$ cat src/fspid_pkg.sv
// ----------------------------------------------------------------------------
// Flywheel speed PID package
// Widths, reset values, register indexes, term and state codes, and clamp limits.
// ----------------------------------------------------------------------------
package fspid_pkg;

   localparam int FRAC_BITS = 24;

   localparam int TICK_W  = 16;
   localparam int RPM_W   = 16;
   localparam int DRIVE_W = 16;
   localparam int MAG_W   = 17;
   localparam int DVD_W   = 24;
   localparam int WIN_W   = 10;
   localparam int DTH_W   = 17;
   localparam int ETH_W   = 17;
   localparam int GAIN_W  = 32;
   localparam int ERR_W   = 18;
   localparam int ESUM_W  = 32;
   localparam int ACC_W   = 48;
   localparam int MC_W    = 32;
   localparam int HI_W    = MC_W + 1;
   localparam int PROD_W  = HI_W + GAIN_W;
   localparam int SUM_W   = 55;
   localparam int CNT_W   = 5;

   localparam int CSR_IDX_W  = 3;
   localparam int CSR_DATA_W = 32;

   typedef enum logic [CSR_IDX_W-1:0] {
      CSR_WINDOW    = 3'd0,
      CSR_DELTA_THR = 3'd1,
      CSR_ERROR_THR = 3'd2,
      CSR_GAIN_P    = 3'd3,
      CSR_GAIN_I    = 3'd4,
      CSR_GAIN_D    = 3'd5
   } csr_index_type;

   typedef enum logic [1:0] {
      TERM_P = 2'd0,
      TERM_I = 2'd1,
      TERM_D = 2'd2
   } term_type;

   typedef enum logic [10:0] {
      ST_IDLE  = 11'b000_0000_0001,
      ST_DIV   = 11'b000_0000_0010,
      ST_RPM   = 11'b000_0000_0100,
      ST_ERR   = 11'b000_0000_1000,
      ST_DELTA = 11'b000_0001_0000,
      ST_INTEG = 11'b000_0010_0000,
      ST_MUL   = 11'b000_0100_0000,
      ST_MADD  = 11'b000_1000_0000,
      ST_FIN   = 11'b001_0000_0000,
      ST_DRV   = 11'b010_0000_0000,
      ST_DONE  = 11'b100_0000_0000
   } state_type;

   localparam logic [WIN_W-1:0]  WINDOW_RST    = WIN_W'(20);
   localparam logic [DTH_W-1:0]  DELTA_THR_RST = DTH_W'(50);
   localparam logic [ETH_W-1:0]  ERROR_THR_RST = ETH_W'(100);
   localparam logic [GAIN_W-1:0] GAIN_P_RST    = GAIN_W'(1258);
   localparam logic [GAIN_W-1:0] GAIN_I_RST    = GAIN_W'(12583);
   localparam logic [GAIN_W-1:0] GAIN_D_RST    = GAIN_W'(503316);

   localparam logic [ACC_W-1:0]  ACC_TOP  = ACC_W'(127) << FRAC_BITS;
   localparam logic [ACC_W-1:0]  ACC_MAX  = {1'b0, {(ACC_W-1){1'b1}}};
   localparam logic [ACC_W-1:0]  ACC_MIN  = {1'b1, {(ACC_W-1){1'b0}}};
   localparam logic [PROD_W-1:0] TERM_LIM = PROD_W'(1) << 52;
   localparam logic [PROD_W-1:0] TERM_NEG = ~TERM_LIM + PROD_W'(1);

   localparam logic [ACC_W-1:0]  DRIVE_MAX = ACC_W'(32767);
   localparam logic [ACC_W-1:0]  DRIVE_MIN = ~ACC_W'(32768) + ACC_W'(1);

endpackage

$ cat src/flywheel_speed_pid_unit.sv
// ----------------------------------------------------------------------------
// Flywheel speed PID unit
// Measures flywheel speed from an encoder tick count and runs a PID update
// with conditional integration, using a bit-serial divider and multiplier.
// ----------------------------------------------------------------------------
//
//  Channel  Ports                                        Direction
//  req      req_valid, req_stall, req_encoder_ticks,     in (word in)
//           req_target_rpm
//  rsp      rsp_valid, rsp_stall, rsp_drive_power,       out (word out)
//           rsp_measured_rpm
//  csr      csr_wr_en, csr_index, csr_wdata              in (register write)
//
//  One word is in flight at a time: a new word is accepted only in the idle
//  state, after the previous word has moved on to the output register. A word
//  with a zero target skips the PID update, and the derivative term is added
//  only when the error is below the error threshold. The pace is set by the
//  restoring divider (one quotient bit each step) and the shared shift-add
//  multiplier. A word whose old accumulator is out of range skips the products.
//  Reset is synchronous; the output register lets a new word in while a
//  finished word waits on rsp_stall.
// ----------------------------------------------------------------------------
module flywheel_speed_pid_unit (
   input  logic                              clock,
   input  logic                              reset,
   input  logic                              req_valid,
   output logic                              req_stall,
   input  logic signed [fspid_pkg::TICK_W-1:0] req_encoder_ticks,
   input  logic [fspid_pkg::RPM_W-1:0]       req_target_rpm,
   output logic                              rsp_valid,
   input  logic                              rsp_stall,
   output logic signed [fspid_pkg::DRIVE_W-1:0] rsp_drive_power,
   output logic [fspid_pkg::RPM_W-1:0]       rsp_measured_rpm,
   input  logic                              csr_wr_en,
   input  logic [fspid_pkg::CSR_IDX_W-1:0]   csr_index,
   input  logic [fspid_pkg::CSR_DATA_W-1:0]  csr_wdata
);

   fspid_pkg::state_type state_ff, state_in;
   fspid_pkg::term_type  term_ff, term_in;

   logic [fspid_pkg::WIN_W-1:0]  window_ff;
   logic [fspid_pkg::DTH_W-1:0]  delta_thr_ff;
   logic [fspid_pkg::ETH_W-1:0]  error_thr_ff;
   logic [fspid_pkg::GAIN_W-1:0] gain_p_ff, gain_i_ff, gain_d_ff;

   logic [fspid_pkg::ERR_W-1:0]  last_error_ff, last_error_in;
   logic [fspid_pkg::ESUM_W-1:0] error_sum_ff, error_sum_in;
   logic [fspid_pkg::ACC_W-1:0]  acc_ff, acc_in;

   logic [fspid_pkg::RPM_W-1:0]  target_ff, target_in;
   logic [fspid_pkg::DVD_W-1:0]  dvd_ff, dvd_in;
   logic [fspid_pkg::WIN_W-1:0]  rem_ff, rem_in;
   logic [fspid_pkg::CNT_W-1:0]  cnt_ff, cnt_in;
   logic [fspid_pkg::RPM_W-1:0]  rpm_ff, rpm_in;
   logic [fspid_pkg::ERR_W-1:0]  err_ff, err_in;
   logic [fspid_pkg::ERR_W-1:0]  delta_ff, delta_in;
   logic                         d_en_ff, d_en_in;
   logic [fspid_pkg::MC_W-1:0]   mcand_ff, mcand_in;
   logic [fspid_pkg::HI_W-1:0]   mul_hi_ff, mul_hi_in;
   logic [fspid_pkg::GAIN_W-1:0] mul_lo_ff, mul_lo_in;
   logic [fspid_pkg::SUM_W-1:0]  sum_ff, sum_in;
   logic [fspid_pkg::DRIVE_W-1:0] drive_ff, drive_in;

   logic                          rsp_valid_ff, rsp_valid_in;
   logic [fspid_pkg::DRIVE_W-1:0] rsp_drive_ff, rsp_drive_in;
   logic [fspid_pkg::RPM_W-1:0]   rsp_rpm_ff, rsp_rpm_in;

   logic [fspid_pkg::MAG_W-1:0]   mag;
   logic [fspid_pkg::DVD_W-1:0]   mag_x500;
   logic [fspid_pkg::WIN_W:0]     div_trial;
   logic                          div_fit;
   logic [fspid_pkg::HI_W-1:0]    mul_addend;
   logic [fspid_pkg::HI_W-1:0]    mul_sum;
   logic [fspid_pkg::PROD_W-1:0]  prod;
   logic [fspid_pkg::PROD_W-1:0]  term_clamped;
   logic [fspid_pkg::SUM_W-1:0]   term_value;
   logic [fspid_pkg::ERR_W-1:0]   adelta;
   logic [fspid_pkg::ESUM_W:0]    esum_wide;
   logic [fspid_pkg::ACC_W-1:0]   sum_clamped;
   logic [fspid_pkg::ACC_W-1:0]   acc_int;
   logic                          load_rsp;

   // Speed numerator: |ticks| * 500 = |ticks| * 512 - |ticks| * 12.
   always_comb begin
      mag = req_encoder_ticks[fspid_pkg::TICK_W-1]
            ? fspid_pkg::MAG_W'(-$signed({req_encoder_ticks[fspid_pkg::TICK_W-1],
                                          req_encoder_ticks}))
            : fspid_pkg::MAG_W'({1'b0, req_encoder_ticks});
      mag_x500 = (fspid_pkg::DVD_W'(mag) << 9) - (fspid_pkg::DVD_W'(mag) << 3)
                 - (fspid_pkg::DVD_W'(mag) << 2);
   end

   always_comb begin
      div_trial = {rem_ff, dvd_ff[fspid_pkg::DVD_W-1]};
      div_fit   = div_trial >= {1'b0, window_ff};
   end

   always_comb begin
      mul_addend = mul_lo_ff[0] ? {mcand_ff[fspid_pkg::MC_W-1], mcand_ff}
                                : '0;
      mul_sum    = mul_hi_ff + mul_addend;
      prod       = {mul_hi_ff, mul_lo_ff};
   end

   always_comb begin
      if ($signed(prod) > $signed(fspid_pkg::TERM_LIM)) begin
         term_clamped = fspid_pkg::TERM_LIM;
      end else if ($signed(prod) < $signed(fspid_pkg::TERM_NEG)) begin
         term_clamped = fspid_pkg::TERM_NEG;
      end else begin
         term_clamped = prod;
      end
      term_value = (term_ff == fspid_pkg::TERM_I) ? term_clamped[fspid_pkg::SUM_W-1:0]
                                                  : prod[fspid_pkg::SUM_W-1:0];
   end

   always_comb begin
      adelta = delta_ff[fspid_pkg::ERR_W-1] ? (~delta_ff + fspid_pkg::ERR_W'(1))
                                            : delta_ff;
      esum_wide = {error_sum_ff[fspid_pkg::ESUM_W-1], error_sum_ff}
                  + (fspid_pkg::ESUM_W+1)'($signed(err_ff));
   end

   always_comb begin
      if (sum_ff[fspid_pkg::SUM_W-1:fspid_pkg::ACC_W-1] == '0 ||
          sum_ff[fspid_pkg::SUM_W-1:fspid_pkg::ACC_W-1] == '1) begin
         sum_clamped = sum_ff[fspid_pkg::ACC_W-1:0];
      end else if (sum_ff[fspid_pkg::SUM_W-1]) begin
         sum_clamped = fspid_pkg::ACC_MIN;
      end else begin
         sum_clamped = fspid_pkg::ACC_MAX;
      end
   end

   // Integer part truncated toward zero.
   always_comb begin
      acc_int = fspid_pkg::ACC_W'($signed(acc_ff) >>> fspid_pkg::FRAC_BITS)
                + fspid_pkg::ACC_W'(acc_ff[fspid_pkg::ACC_W-1] &&
                                    (|acc_ff[fspid_pkg::FRAC_BITS-1:0]));
   end

   always_comb begin
      state_in      = state_ff;
      term_in       = term_ff;
      last_error_in = last_error_ff;
      error_sum_in  = error_sum_ff;
      acc_in        = acc_ff;
      target_in     = target_ff;
      dvd_in        = dvd_ff;
      rem_in        = rem_ff;
      cnt_in        = cnt_ff;
      rpm_in        = rpm_ff;
      err_in        = err_ff;
      delta_in      = delta_ff;
      d_en_in       = d_en_ff;
      mcand_in      = mcand_ff;
      mul_hi_in     = mul_hi_ff;
      mul_lo_in     = mul_lo_ff;
      sum_in        = sum_ff;
      drive_in      = drive_ff;
      load_rsp      = 1'b0;

      case (state_ff)
         fspid_pkg::ST_IDLE: begin
            if (req_valid) begin
               target_in = req_target_rpm;
               dvd_in    = mag_x500;
               rem_in    = '0;
               cnt_in    = fspid_pkg::CNT_W'(fspid_pkg::DVD_W - 1);
               state_in  = fspid_pkg::ST_DIV;
            end
         end
         fspid_pkg::ST_DIV: begin
            rem_in = div_fit ? fspid_pkg::WIN_W'(div_trial - {1'b0, window_ff})
                             : div_trial[fspid_pkg::WIN_W-1:0];
            dvd_in = {dvd_ff[fspid_pkg::DVD_W-2:0], div_fit};
            cnt_in = cnt_ff - fspid_pkg::CNT_W'(1);
            if (cnt_ff == '0) begin
               state_in = fspid_pkg::ST_RPM;
            end
         end
         fspid_pkg::ST_RPM: begin
            if (window_ff == '0 || (|dvd_ff[fspid_pkg::DVD_W-1:fspid_pkg::RPM_W])) begin
               rpm_in = '1;
            end else begin
               rpm_in = dvd_ff[fspid_pkg::RPM_W-1:0];
            end
            if (target_ff == '0) begin
               drive_in = '0;
               state_in = fspid_pkg::ST_DONE;
            end else begin
               state_in = fspid_pkg::ST_ERR;
            end
         end
         fspid_pkg::ST_ERR: begin
            err_in   = fspid_pkg::ERR_W'({2'b00, target_ff}) - fspid_pkg::ERR_W'({2'b00, rpm_ff});
            state_in = fspid_pkg::ST_DELTA;
         end
         fspid_pkg::ST_DELTA: begin
            delta_in      = err_ff - last_error_ff;
            d_en_in       = $signed(err_ff) < $signed(fspid_pkg::ERR_W'($signed(error_thr_ff)));
            last_error_in = err_ff;
            state_in      = fspid_pkg::ST_INTEG;
         end
         fspid_pkg::ST_INTEG: begin
            if (adelta < {1'b0, delta_thr_ff}) begin
               if (esum_wide[fspid_pkg::ESUM_W] != esum_wide[fspid_pkg::ESUM_W-1]) begin
                  error_sum_in = {esum_wide[fspid_pkg::ESUM_W],
                                  {(fspid_pkg::ESUM_W-1){~esum_wide[fspid_pkg::ESUM_W]}}};
               end else begin
                  error_sum_in = esum_wide[fspid_pkg::ESUM_W-1:0];
               end
            end else begin
               error_sum_in = '0;
            end
            if ($signed(acc_ff) > $signed(fspid_pkg::ACC_TOP)) begin
               acc_in   = fspid_pkg::ACC_TOP;
               state_in = fspid_pkg::ST_DRV;
            end else if (acc_ff[fspid_pkg::ACC_W-1]) begin
               acc_in   = '0;
               state_in = fspid_pkg::ST_DRV;
            end else begin
               sum_in    = fspid_pkg::SUM_W'($signed(acc_ff));
               term_in   = fspid_pkg::TERM_P;
               mcand_in  = fspid_pkg::MC_W'($signed(err_ff));
               mul_hi_in = '0;
               mul_lo_in = gain_p_ff;
               cnt_in    = '1;
               state_in  = fspid_pkg::ST_MUL;
            end
         end
         fspid_pkg::ST_MUL: begin
            mul_hi_in = {mul_sum[fspid_pkg::HI_W-1], mul_sum[fspid_pkg::HI_W-1:1]};
            mul_lo_in = {mul_sum[0], mul_lo_ff[fspid_pkg::GAIN_W-1:1]};
            cnt_in    = cnt_ff - fspid_pkg::CNT_W'(1);
            if (cnt_ff == '0) begin
               state_in = fspid_pkg::ST_MADD;
            end
         end
         fspid_pkg::ST_MADD: begin
            sum_in    = sum_ff + term_value;
            mul_hi_in = '0;
            cnt_in    = '1;
            case (term_ff)
               fspid_pkg::TERM_P: begin
                  term_in   = fspid_pkg::TERM_I;
                  mcand_in  = error_sum_ff;
                  mul_lo_in = gain_i_ff;
                  state_in  = fspid_pkg::ST_MUL;
               end
               fspid_pkg::TERM_I: begin
                  if (d_en_ff) begin
                     term_in   = fspid_pkg::TERM_D;
                     mcand_in  = fspid_pkg::MC_W'($signed(delta_ff));
                     mul_lo_in = gain_d_ff;
                     state_in  = fspid_pkg::ST_MUL;
                  end else begin
                     state_in = fspid_pkg::ST_FIN;
                  end
               end
               default: begin
                  state_in = fspid_pkg::ST_FIN;
               end
            endcase
         end
         fspid_pkg::ST_FIN: begin
            acc_in   = sum_clamped;
            state_in = fspid_pkg::ST_DRV;
         end
         fspid_pkg::ST_DRV: begin
            if ($signed(acc_int) > $signed(fspid_pkg::DRIVE_MAX)) begin
               drive_in = fspid_pkg::DRIVE_W'(fspid_pkg::DRIVE_MAX);
            end else if ($signed(acc_int) < $signed(fspid_pkg::DRIVE_MIN)) begin
               drive_in = fspid_pkg::DRIVE_MIN[fspid_pkg::DRIVE_W-1:0];
            end else begin
               drive_in = acc_int[fspid_pkg::DRIVE_W-1:0];
            end
            state_in = fspid_pkg::ST_DONE;
         end
         fspid_pkg::ST_DONE: begin
            if (!rsp_valid_ff || !rsp_stall) begin
               load_rsp = 1'b1;
               state_in = fspid_pkg::ST_IDLE;
            end
         end
         default: begin
            state_in = fspid_pkg::ST_IDLE;
         end
      endcase
   end

   always_comb begin
      rsp_drive_in = rsp_drive_ff;
      rsp_rpm_in   = rsp_rpm_ff;
      rsp_valid_in = rsp_valid_ff;
      if (load_rsp) begin
         rsp_drive_in = drive_ff;
         rsp_rpm_in   = rpm_ff;
         rsp_valid_in = 1'b1;
      end else if (rsp_valid_ff && !rsp_stall) begin
         rsp_valid_in = 1'b0;
      end
   end

   always_ff @(posedge clock) begin
      if (reset) begin
         state_ff      <= fspid_pkg::ST_IDLE;
         term_ff       <= fspid_pkg::TERM_P;
         rsp_valid_ff  <= 1'b0;
         last_error_ff <= '0;
         error_sum_ff  <= '0;
         acc_ff        <= '0;
         cnt_ff        <= '0;
         window_ff     <= fspid_pkg::WINDOW_RST;
         delta_thr_ff  <= fspid_pkg::DELTA_THR_RST;
         error_thr_ff  <= fspid_pkg::ERROR_THR_RST;
         gain_p_ff     <= fspid_pkg::GAIN_P_RST;
         gain_i_ff     <= fspid_pkg::GAIN_I_RST;
         gain_d_ff     <= fspid_pkg::GAIN_D_RST;
      end else begin
         state_ff      <= state_in;
         term_ff       <= term_in;
         rsp_valid_ff  <= rsp_valid_in;
         last_error_ff <= last_error_in;
         error_sum_ff  <= error_sum_in;
         acc_ff        <= acc_in;
         cnt_ff        <= cnt_in;
         if (csr_wr_en) begin
            case (csr_index)
               fspid_pkg::CSR_WINDOW:    window_ff    <= csr_wdata[fspid_pkg::WIN_W-1:0];
               fspid_pkg::CSR_DELTA_THR: delta_thr_ff <= csr_wdata[fspid_pkg::DTH_W-1:0];
               fspid_pkg::CSR_ERROR_THR: error_thr_ff <= csr_wdata[fspid_pkg::ETH_W-1:0];
               fspid_pkg::CSR_GAIN_P:    gain_p_ff    <= csr_wdata[fspid_pkg::GAIN_W-1:0];
               fspid_pkg::CSR_GAIN_I:    gain_i_ff    <= csr_wdata[fspid_pkg::GAIN_W-1:0];
               fspid_pkg::CSR_GAIN_D:    gain_d_ff    <= csr_wdata[fspid_pkg::GAIN_W-1:0];
               default: begin
               end
            endcase
         end
      end
   end

   always_ff @(posedge clock) begin
      target_ff    <= target_in;
      dvd_ff       <= dvd_in;
      rem_ff       <= rem_in;
      rpm_ff       <= rpm_in;
      err_ff       <= err_in;
      delta_ff     <= delta_in;
      d_en_ff      <= d_en_in;
      mcand_ff     <= mcand_in;
      mul_hi_ff    <= mul_hi_in;
      mul_lo_ff    <= mul_lo_in;
      sum_ff       <= sum_in;
      drive_ff     <= drive_in;
      rsp_drive_ff <= rsp_drive_in;
      rsp_rpm_ff   <= rsp_rpm_in;
   end

   assign req_stall        = (state_ff != fspid_pkg::ST_IDLE);
   assign rsp_valid        = rsp_valid_ff;
   assign rsp_drive_power  = rsp_drive_ff;
   assign rsp_measured_rpm = rsp_rpm_ff;

endmodule

$ cat config.mk
export PLATFORM = sky130hd
export DESIGN_NAME = flywheel_speed_pid_unit
export DESIGN_NICKNAME = d
export VERILOG_FILES = /design/src/fspid_pkg.sv /design/src/flywheel_speed_pid_unit.sv
export SDC_FILE = /design/constraint.sdc
export NUM_CORES = 1
export LEC_CHECK = 0
export ABC_AREA = 1
export BUFFER_PORTS_ARGS = -buffer_cell sky130_fd_sc_hd__buf_2
export CELL_PAD_IN_SITES_DETAIL_PLACEMENT = 1
export CELL_PAD_IN_SITES_GLOBAL_PLACEMENT = 1
export CORE_MARGIN = 2
export CORE_UTILIZATION = 51
export DETAILED_ROUTE_END_ITERATION = 6
export PLACE_DENSITY = 0.86
export SLEW_MARGIN = 5
export SYNTH_ARGS = -nofsm -noshare
export SYNTH_HDL_FRONTEND = slang
export SYNTH_SLANG_ARGS = --single-unit
$ cat constraint.sdc
create_clock -name clock -period 10.6 [get_ports clock]
set_input_delay 1.06 -clock clock [delete_from_list [all_inputs] [get_ports clock]]
set_output_delay 1.06 -clock clock [all_outputs]
set_load 0.01 [all_outputs]
==> results.cfg, run 1 <==
[global_route]
antenna_found_initial = 0
grt_pass1_wl_um = 200000
grt-ovfl-total = 0
grt_usage_pct = 34.3
grt_max_degree = 131
grt_pass1_vias = 36196

[clock_network]
cts_buffer_depth = 3
cts.repair.resized = 0
path_clk_slew_ps = 60
cts_num_sinks = 557
clockRootBuffer = clkbuf_16
cts_tree = done
htreeDepth = 3
cts-buffers-inserted = 66
cts_setup_buffers = 0
cts_hold_buf = 0
clk_latency_ps = 620

[hold_path]
hp-class = flop to flop
worstHoldStart = drive_ff[2]

[timing]
fmax_mhz = 185
period_minus_slack_ps = 5420
maxSlewHeadroom_pct = 18.1
rsz0062_at_grt = no
setup_violations = 0
tightestPinTransition_ps = 1220
hold_viol = 0
tns_ps = 0
finalClockSkew_ps = 27.9
fin_crit_sh_pct = 51.1
finalMaxSlewViolations = 0
layout_setup_ws_ps = 5180

[synthesis]
synth.cell_area_mm2 = 0.0362
synth_nets = 5263
yosysMostFrequentCell = nand2_1
synth_top_area_share_pct = 25.0
async_flop_share_pct = 0
yosys_warnings = 0
yosys-top-cells-area = edfxtp_1 (25%), dfxtp_1 (14%), nand2_1 (12%)
ys_ff_latch = 557
synthTopCellsByCount = nand2_1 (1110), inv_1 (679), nor2_1 (585)
yosysSeqAreaShare_pct = 39.1
postSynthAreaPerCell_um2 = 7.32
synth-main-ff-cell = edfxtp_1
synthCells = 4948
yosysUniqueCellTypes = 56
synth_top_area_cell = edfxtp_1
synth_edf_count = 301

[setup_path]
crit_chain = inv_1 -> nand4_1 -> nor4_1 -> nand4_1 -> o21ai_1 -> nand2_2 -> buf_4 -> nor2_1 -> ha_1 -> nand2_1 -> nand3_1 -> nand2_1 -> nand3_1 -> nand2_1 -> nand2_1 -> inv_1 -> o21ai_0 -> nand3_1 -> nand3_1 -> nand2_1 -> nor2_1
crit_start = mul_lo_ff[26]
critPathBufInv = 3
cp_common_cell = nand2_1
reg2reg_from = mul_lo_ff[26]
path_class = flop to flop
critPathMaxFanout = 52
start_kind = flop
crit_family = simple AND/OR/NAND/NOR gates
cp.required_ps = 11040
cp_slowest_cell = nor4_1
end_kind = flop
critPathMaxStageDelay_ps = 1000
crit_arrival_ps = 5860

[pwr]
power.density_mw_per_mm2 = 143
sw_frac_of_total_pct = 29.2
power_frac_seq_pct = 44.3
combPwrFrac_pct = 16.5
netSwitchingPower_uw = 1650
clkPwrFrac_pct = 39.2
ir_drop_uv = 135
power_leakage_uw = 0.0176
p_int_uw = 4020

[layout]
diodes = 0
seq_area_mm2 = 0.0142
drive_gt1_share_pct = 5.75
fillers = 9091
nets = 5311
multi_input_area_mm2 = 0.0189
area_delta_synth_final_pct = 9.33

[place]
pre_cts_slack_ps = 5420
dpl.hpwl_um = 95600
io_buffers = 105
globalplace.congestion = 0.995

[floorplan]
die_h_um = 270
dieArea_mm2 = 0.0732
core_area_mm2 = 0.0701
start_util_pct = 51.6
die_w_um = 270
ios = 106
rows = 97

[drt]
avgRoutedWirePerCell_um = 21.2
firstDrtPassIters = 6
dr_wl_met2_um = 60900
wirelength_um = 127000
drc = 0
met3_length_um = 6150
highest_layer = met4
vias_per_cell = 5.81
drtAntennaViolNets = 0
wl_met1_um = 54300
first_iter_violations = 2539
vias = 34792

[run_status]
status = complete, no violations

[run]
cap_violations = 0
## final cells by class
cell class / count / area share [%]
clock buffers: 98 / 4.84
repair buffers: 132 / 1.84
well taps: 940 / 2.97
multi-input cells: 3550 / 47.7
clock inverters: 19 / 0.341
inverters: 689 / 6.55
flip-flops and latches: 557 / 35.8
## worst reg2reg max path, delay by kind of cell, from the launching register on
kind / cells / cell delay, ps
buffers and inverters: 3 / 550
flip-flops: 1 / 380
AND/OR/NAND/NOR: 15 / 3210
AO/OA/AOI/OAI: 2 / 840
adder cells (fa/ha/maj): 1 / 260
## power groups by stage
stage	clock (µW)	sequential, µW	combinational, µW
after detailed placement	0	2560	919
after CTS	2240	2510	929
after global placement	0	2550	870
final	2220	2510	934
after global routing	2320	2520	1050
after floorplan	0	2530	648
## sequential cells by signal, indices dropped and copies added (netlist names), 5 cells and up
| register | cells |
|---|---|
| rsp_measured_rpm | 16 |
| gain_d_ff | 32 |
| acc_ff | 48 |
| err_ff | 17 |
| last_error_ff | 17 |
| delta_thr_ff | 17 |
| state_ff | 11 |
| window_ff | 10 |
| sum_ff | 55 |
| rsp_drive_power | 16 |
| drive_ff | 16 |
| gain_p_ff | 32 |
| rpm_ff | 16 |
| error_thr_ff | 17 |
| mul_hi_ff | 32 |
| cnt_ff | 5 |
| error_sum_ff | 32 |
| dvd_ff | 24 |
| mul_lo_ff | 32 |
| delta_ff | 18 |
| target_ff | 16 |
| rem_ff | 10 |
| mcand_ff | 32 |
| gain_i_ff | 32 |
## path summary, 6_finish.rpt
kind | endpoint | slack [ps] | cells after the start
worst max-delay path | sum_ff[51] | 5180 | 21
worst min-delay path | rsp_drive_power[2] | 420 | 0
worst max register to register | sum_ff[51] | 5180 | 21
worst min register to register | rsp_drive_power[2] | 420 | 0
## cell usage in the layout, fill, tap and decap left out, drive strengths merged, types with 20 or more instances in the layout
master  synthesis  final
nand2        1118   1118
inv           686    690
nor2          593    593
a21oi         483    483
o21ai         381    381
edfxtp        301    301
dfxtp         256    256
ha            227    227
nand3         223    223
buf            37    132
clkbuf        115     98
xor2           80     80
nor3           75     75
nand4          54     54
xnor2          50     50
nor4           29     29
o211ai         25     25
a31oi          24     24
o21bai         23     23
or2            22     22
a21o           20     20
## per-stage QoR
stage / hold slack (ps) / utilization, % / cell area, µm² / instances / total power, µW
after CTS: 416 / 56.4 / 39600 / 5985 / 5680
final: 416 / 56.4 / 39600 / 5985 / 5670
after global placement: 401 / 53.5 / 37500 / 5868 / 3420
after global routing: 422 / 56.4 / 39600 / 5985 / 5890
after floorplan: 400 / - / 36200 / 4948 / 3180
after detailed placement: 409 / 53.5 / 37500 / 5868 / 3480
## per-layer routing
layer	track usage [%]	vias to the layer above
met5	0	-
met4	14.4	0
met3	4.12	283
met2	59.1	945
met1	43.4	17083
li1	-	16481
## logic make-up (layout without fill, tap and decap cells)
group	count (synthesis)	after routing	share of synthesized area, %
AO/OA/AOI/OAI	1033	1033	15.5
XOR/XNOR	130	130	3.14
adder cells (fa/ha/maj)	243	243	8.73
buffers and inverters	841	938	8.95
flip-flops	557	557	39.1
other	2	2	0.0207
AND/OR/NAND/NOR	2142	2142	24.5
Power figures use the tool's default switching activity.
==> run 2, diff against run 1 <==
--- a/config.mk
+++ b/config.mk
@@ -10,9 +10,9 @@
 export CELL_PAD_IN_SITES_DETAIL_PLACEMENT = 1
 export CELL_PAD_IN_SITES_GLOBAL_PLACEMENT = 1
 export CORE_MARGIN = 2
-export CORE_UTILIZATION = 51
+export CORE_UTILIZATION = 47
 export DETAILED_ROUTE_END_ITERATION = 6
-export PLACE_DENSITY = 0.86
+export PLACE_DENSITY = 0.8
 export SLEW_MARGIN = 5
 export SYNTH_ARGS = -nofsm -noshare
 export SYNTH_HDL_FRONTEND = slang
==> constraint.sdc (replaced) <==
create_clock -name clock -period 5.04 [get_ports clock]
set_input_delay 0.504 -clock clock [delete_from_list [all_inputs] [get_ports clock]]
set_output_delay 0.504 -clock clock [all_outputs]
set_load 0.01 [all_outputs]
==> results.cfg, run 2 (synthesis results as in run 1) <==
[run_status]
status = complete, no violations

[place]
dpl.hpwl_um = 94400
pre_cts_slack_ps = 440
place_inst = 5990
io_buffers = 105
globalplace.congestion = 0.969

[timing]
maxSlewHeadroom_pct = 24.1
period_minus_slack_ps = 4610
rsz0062_at_grt = no
setup_violations = 0
fmax_mhz = 217
finalClockSkew_ps = 24.0
tns_ps = 0
holdWs_ps = 39.9
layout_setup_ws_ps = 432
hold_viol = 0
tightestPinTransition_ps = 1140
fin_crit_sh_pct = 91.4
finalMaxSlewViolations = 0

[clock_network]
clk_latency_ps = 650
htreeDepth = 3
cts_tree = done
path_clk_slew_ps = 70
clockRootBuffer = clkbuf_16
cts-buffers-inserted = 68
cts_hold_buf = 0
cts_buffer_depth = 3
cts_num_sinks = 557

[drt]
vias_per_cell = 5.60
firstDrtPassIters = 5
avgRoutedWirePerCell_um = 20.5
wirelength_um = 125000
vias = 34261
highest_layer = met5
drtAntennaViolNets = 0
drc = 0
first_iter_violations = 2135
wl_met1_um = 55100
dr_wl_met2_um = 60500
met3_length_um = 5540

[setup_path]
crit_chain = or4_1 -> nor3_1 -> nand4_1 -> o21ai_1 -> nand2_2 -> buf_12 -> nor2_1 -> ha_1 -> a21o_1 -> nor2_1 -> nand2_1 -> a21boi_0 -> nand3_1 -> or2_2 -> nand3_1 -> o21ai_0
critPathMaxStageDelay_ps = 550
rrSetupSlack_ps = 430
critPathBufInv = 1
end_kind = flop
start_kind = flop
crit_family = simple AND/OR/NAND/NOR gates
critPathMaxFanout = 52
cp_slowest_cell = or4_1
crit_arrival_ps = 4980
cp.required_ps = 5410
path_class = flop to flop

[pwr]
power.total_uw = 12300
power_leakage_uw = 0.0179
ir_drop_uv = 290
power.density_mw_per_mm2 = 305

[global_route]
grt_pass1_vias = 35505
grt_usage_pct = 31.6
grt_pass1_wl_um = 196000
grt-ovfl-total = 0
grt_max_degree = 109
antenna_found_initial = 1

[layout]
final_cell_mix = nand2_1 (1107), inv_1 (679), nor2_1 (579)
top_register = sum_ff
reg_top3 = sum_ff (55), acc_ff (48)
largest_reg_flops = 55
fillers = 9786
diodes = 0
stdcell_count = 6116
nets = 5345
drive_gt1_share_pct = 6.57
area_delta_synth_final_pct = 11.1
layout_commonest_cell = nand2_1

[floorplan]
core_area_mm2 = 0.0761
dieArea_mm2 = 0.0793
ios = 106
die_w_um = 282
die_h_um = 282
start_util_pct = 47.6
rows = 101

[run]
cap_violations = 0

[hold_path]
hp-class = input pin to flop
run 2: layout make-up:
| type | instances | area [µm²] | share of cell area [%] |
|---|---|---|---|
| Timing Repair Buffer | 164 | 1010 | 2.50 |
| Tap cell | 1030 | 1290 | 3.20 |
| Clock inverter | 42 | 438 | 1.09 |
| Clock buffer | 84 | 1840 | 4.59 |
| Multi-Input combinational cell | 3550 | 18900 | 47.0 |
| Inverter | 689 | 2590 | 6.44 |
| Sequential cell | 557 | 14200 | 35.2 |
run 2: power by group:
group          switching, µW  total, µW  internal, µW
clock network           2170       5040          2870
registers                141       5280          5140
logic                   1330       1950           623
run 2: worst paths after layout:
check	from	to	cells past startpoint
hold reg to reg	drive_ff[9]	rsp_drive_power[9]	0
hold / removal	req_target_rpm[14]	target_ff[14]	1
setup / recovery	mul_hi_ff[29]	sum_ff[39]	16
setup reg to reg	mul_hi_ff[29]	sum_ff[39]	16
run 2: stage by stage:
stage          cell area (µm²)  util (%)
5_1_grt                  40200      52.9
4_1_cts                  40200      52.9
2_1_floorplan            36200         -
3_5_place_dp             37900      49.9
6_report                 40200      52.9
3_3_place_gp             37900      49.9
run 2: repair_timing:
item / in CTS / in global routing
setup endpoints to repair: 0 / 1
endpoints found under the hold margin: 0 / 0
gates resized for setup: 0 / 1
setup buffers: 0 / 0
run 2: worst register-to-register path, delay by kind of cell, from the launching register on:
kind	cells	cell delay (ps)
DFF	1	460
adders and majority gates	1	370
buffers and inverters	1	230
AOI/OAI and AO/OA	4	790
and+or+nand+nor	10	2490
run 2: routing by layer:
metal,vias to the layer above,track usage (%)
met5,-,0
met4,2,11.4
met3,217,3.55
met2,766,55.2
met1,16738,40.2
li1,16538,-
==> run 3, diff against run 2 <==
--- a/config.mk
+++ b/config.mk
@@ -9,9 +9,11 @@
 export BUFFER_PORTS_ARGS = -buffer_cell sky130_fd_sc_hd__buf_2
 export CELL_PAD_IN_SITES_DETAIL_PLACEMENT = 1
 export CELL_PAD_IN_SITES_GLOBAL_PLACEMENT = 1
+export CORE_ASPECT_RATIO = 1.4
 export CORE_MARGIN = 2
 export CORE_UTILIZATION = 47
 export DETAILED_ROUTE_END_ITERATION = 6
+export GPL_TIMING_DRIVEN = 0
 export PLACE_DENSITY = 0.8
 export SLEW_MARGIN = 5
 export SYNTH_ARGS = -nofsm -noshare
==> results.cfg, run 3 (synthesis results as in run 1) <==
[layout]
largest_reg_flops = 55
layout_commonest_cell = nand2_1
seq_area_mm2 = 0.0142
top_register = sum_ff
area_delta_synth_final_pct = 10.7
fillers = 9831
multi_input_area_mm2 = 0.0189
diodes = 0
nets = 5432
stdcell_count = 6140
drive_gt1_share_pct = 5.96
final_cell_mix = nand2_1 (1108), inv_1 (678), nor2_1 (578)
reg_top3 = sum_ff (55), acc_ff (48)

[clock_network]
clockRootBuffer = clkbuf_16
clk_latency_ps = 650
htreeDepth = 2
path_clk_slew_ps = 60
cts_buffer_depth = 3
cts-buffers-inserted = 57
cts_tree = done
cts_num_sinks = 557
cts_setup_buffers = 0

[hold_path]
holdPathStages = 1
worstHoldStart = req_target_rpm[14]
worstHoldEndpoint = target_ff[14]
hp-class = input pin to flop

[timing]
finalClockSkew_ps = 37.3
period_minus_slack_ps = 4980
setup_violations = 0
maxSlewHeadroom_pct = 23.4
tns_ps = 0
finalMaxSlewViolations = 0
tightestPinTransition_ps = 1150
layout_setup_ws_ps = 60.2
hold_viol = 0
fin_crit_sh_pct = 98.8
fmax_mhz = 201

[setup_path]
start_kind = flop
path_class = flop to flop
reg2reg_depth = 18
end_kind = flop
crit_arrival_ps = 5370
cp.required_ps = 5430
critPathMaxFanout = 7
r2r-end = sum_ff[52]
rrSetupSlack_ps = 60
reg2reg_from = mul_lo_ff[16]

[floorplan]
start_util_pct = 47.4
die_w_um = 239
ios = 106
die_h_um = 332
rows = 120
core_area_mm2 = 0.0764
dieArea_mm2 = 0.0793

[drt]
first_iter_violations = 1871
firstDrtPassIters = 5
vias = 34787
wirelength_um = 138000
avgRoutedWirePerCell_um = 22.5
vias_per_cell = 5.67
drtAntennaViolNets = 0
drc = 0

[pwr]
combPwrFrac_pct = 17.3
clkPwrFrac_pct = 37.4
ir_drop_uv = 290
p_int_uw = 8230
power_leakage_uw = 0.0178
netSwitchingPower_uw = 3420
power_frac_seq_pct = 45.3
power.density_mw_per_mm2 = 290
sw_frac_of_total_pct = 29.3

[run_status]
status = complete, no violations

[place]
dpl.hpwl_um = 111000
globalplace.congestion = 0.985
pre_cts_slack_ps = -1130
place_inst = 6034
io_buffers = 104

[global_route]
grt-ovfl-total = 0
grt_pass1_vias = 36454
antenna_found_initial = 0
grt_usage_pct = 34.5
grt_max_degree = 34
grt_pass1_wl_um = 209000

[run]
cap_violations = 0
[run 3: cell type report]
class	count	area share [%]
Multi-Input combinational cell	3550	47.2
Sequential cell	557	35.3
Inverter	689	6.45
Clock buffer	78	3.91
Tap cell	976	3.05
Buffer	152	1.65
Timing Repair Buffer	110	1.63
Clock inverter	28	0.746
[run 3: power by group through the flow]
stage	sequential [µW]	combinational (µW)	clock (µW)
floorplan	5320	1360	0
global placement	5370	1870	0
detailed placement	5370	1980	0
CTS	5270	2010	4390
global route	5300	2270	4550
finish	5270	2010	4360
[run 3: metrics by stage]
step / power (µW) / instance area (µm²) / hold slack (ps) / util (%)
2_1_floorplan: 6680 / 36200 / 400 / -
3_3_place_gp: 7240 / 38000 / 405 / 49.7
3_5_place_dp: 7350 / 38100 / 406 / 49.9
4_1_cts: 11700 / 40100 / 9.55 / 52.4
5_1_grt: 12100 / 40100 / 30.3 / 52.5
6_report: 11600 / 40100 / 34.4 / 52.5
[run 3: worst max-delay path by stage]
stage,slack [ps],endpoint,cells after the start,from
5_1_grt,-20,sum_ff[43],20,mul_lo_ff[16]
3_5_place_dp,-1130,sum_ff[51],20,mul_lo_ff[27]
2_1_floorplan,480,sum_ff[0],9,state_ff[2]
6_report,60,sum_ff[52],18,mul_lo_ff[16]
3_3_place_gp,-2120,sum_ff[10],9,state_ff[1]
4_1_cts,50,sum_ff[50],20,mul_lo_ff[23]
[run 3: timing repair]
action | in CTS | in global routing
setup endpoints to repair | 47 | 18
gates resized for setup | 19 | 14
hold buffers | 0 | 0
pin swaps | 1 | 2
[run 3: routing by layer]
layer | vias up | global-route usage, % | wire [µm]
met5 | - | 0 | 0
met4 | 0 | 23.6 | 10800
met3 | 392 | 3.93 | 5270
met2 | 844 | 63.6 | 70400
met1 | 16840 | 36.3 | 51400
li1 | 16711 | - | -
[run 3: worst max-delay path, stage by stage (launching register included)]
cell and delay [ps]:
edfxtp_1 470, inv_1 110, nand4_1 150, nor4_4 560
nand4_1 260, o21ai_2 240, nand2_4 160, nor2_1 280
ha_1 310, fa_1 410, nand3_1 120, nand2_1 170
nand2_1 70, nand2_1 120, a21oi_1 130, o21ai_1 530
nand4_1 340, a21oi_1 220, nor2_1 60
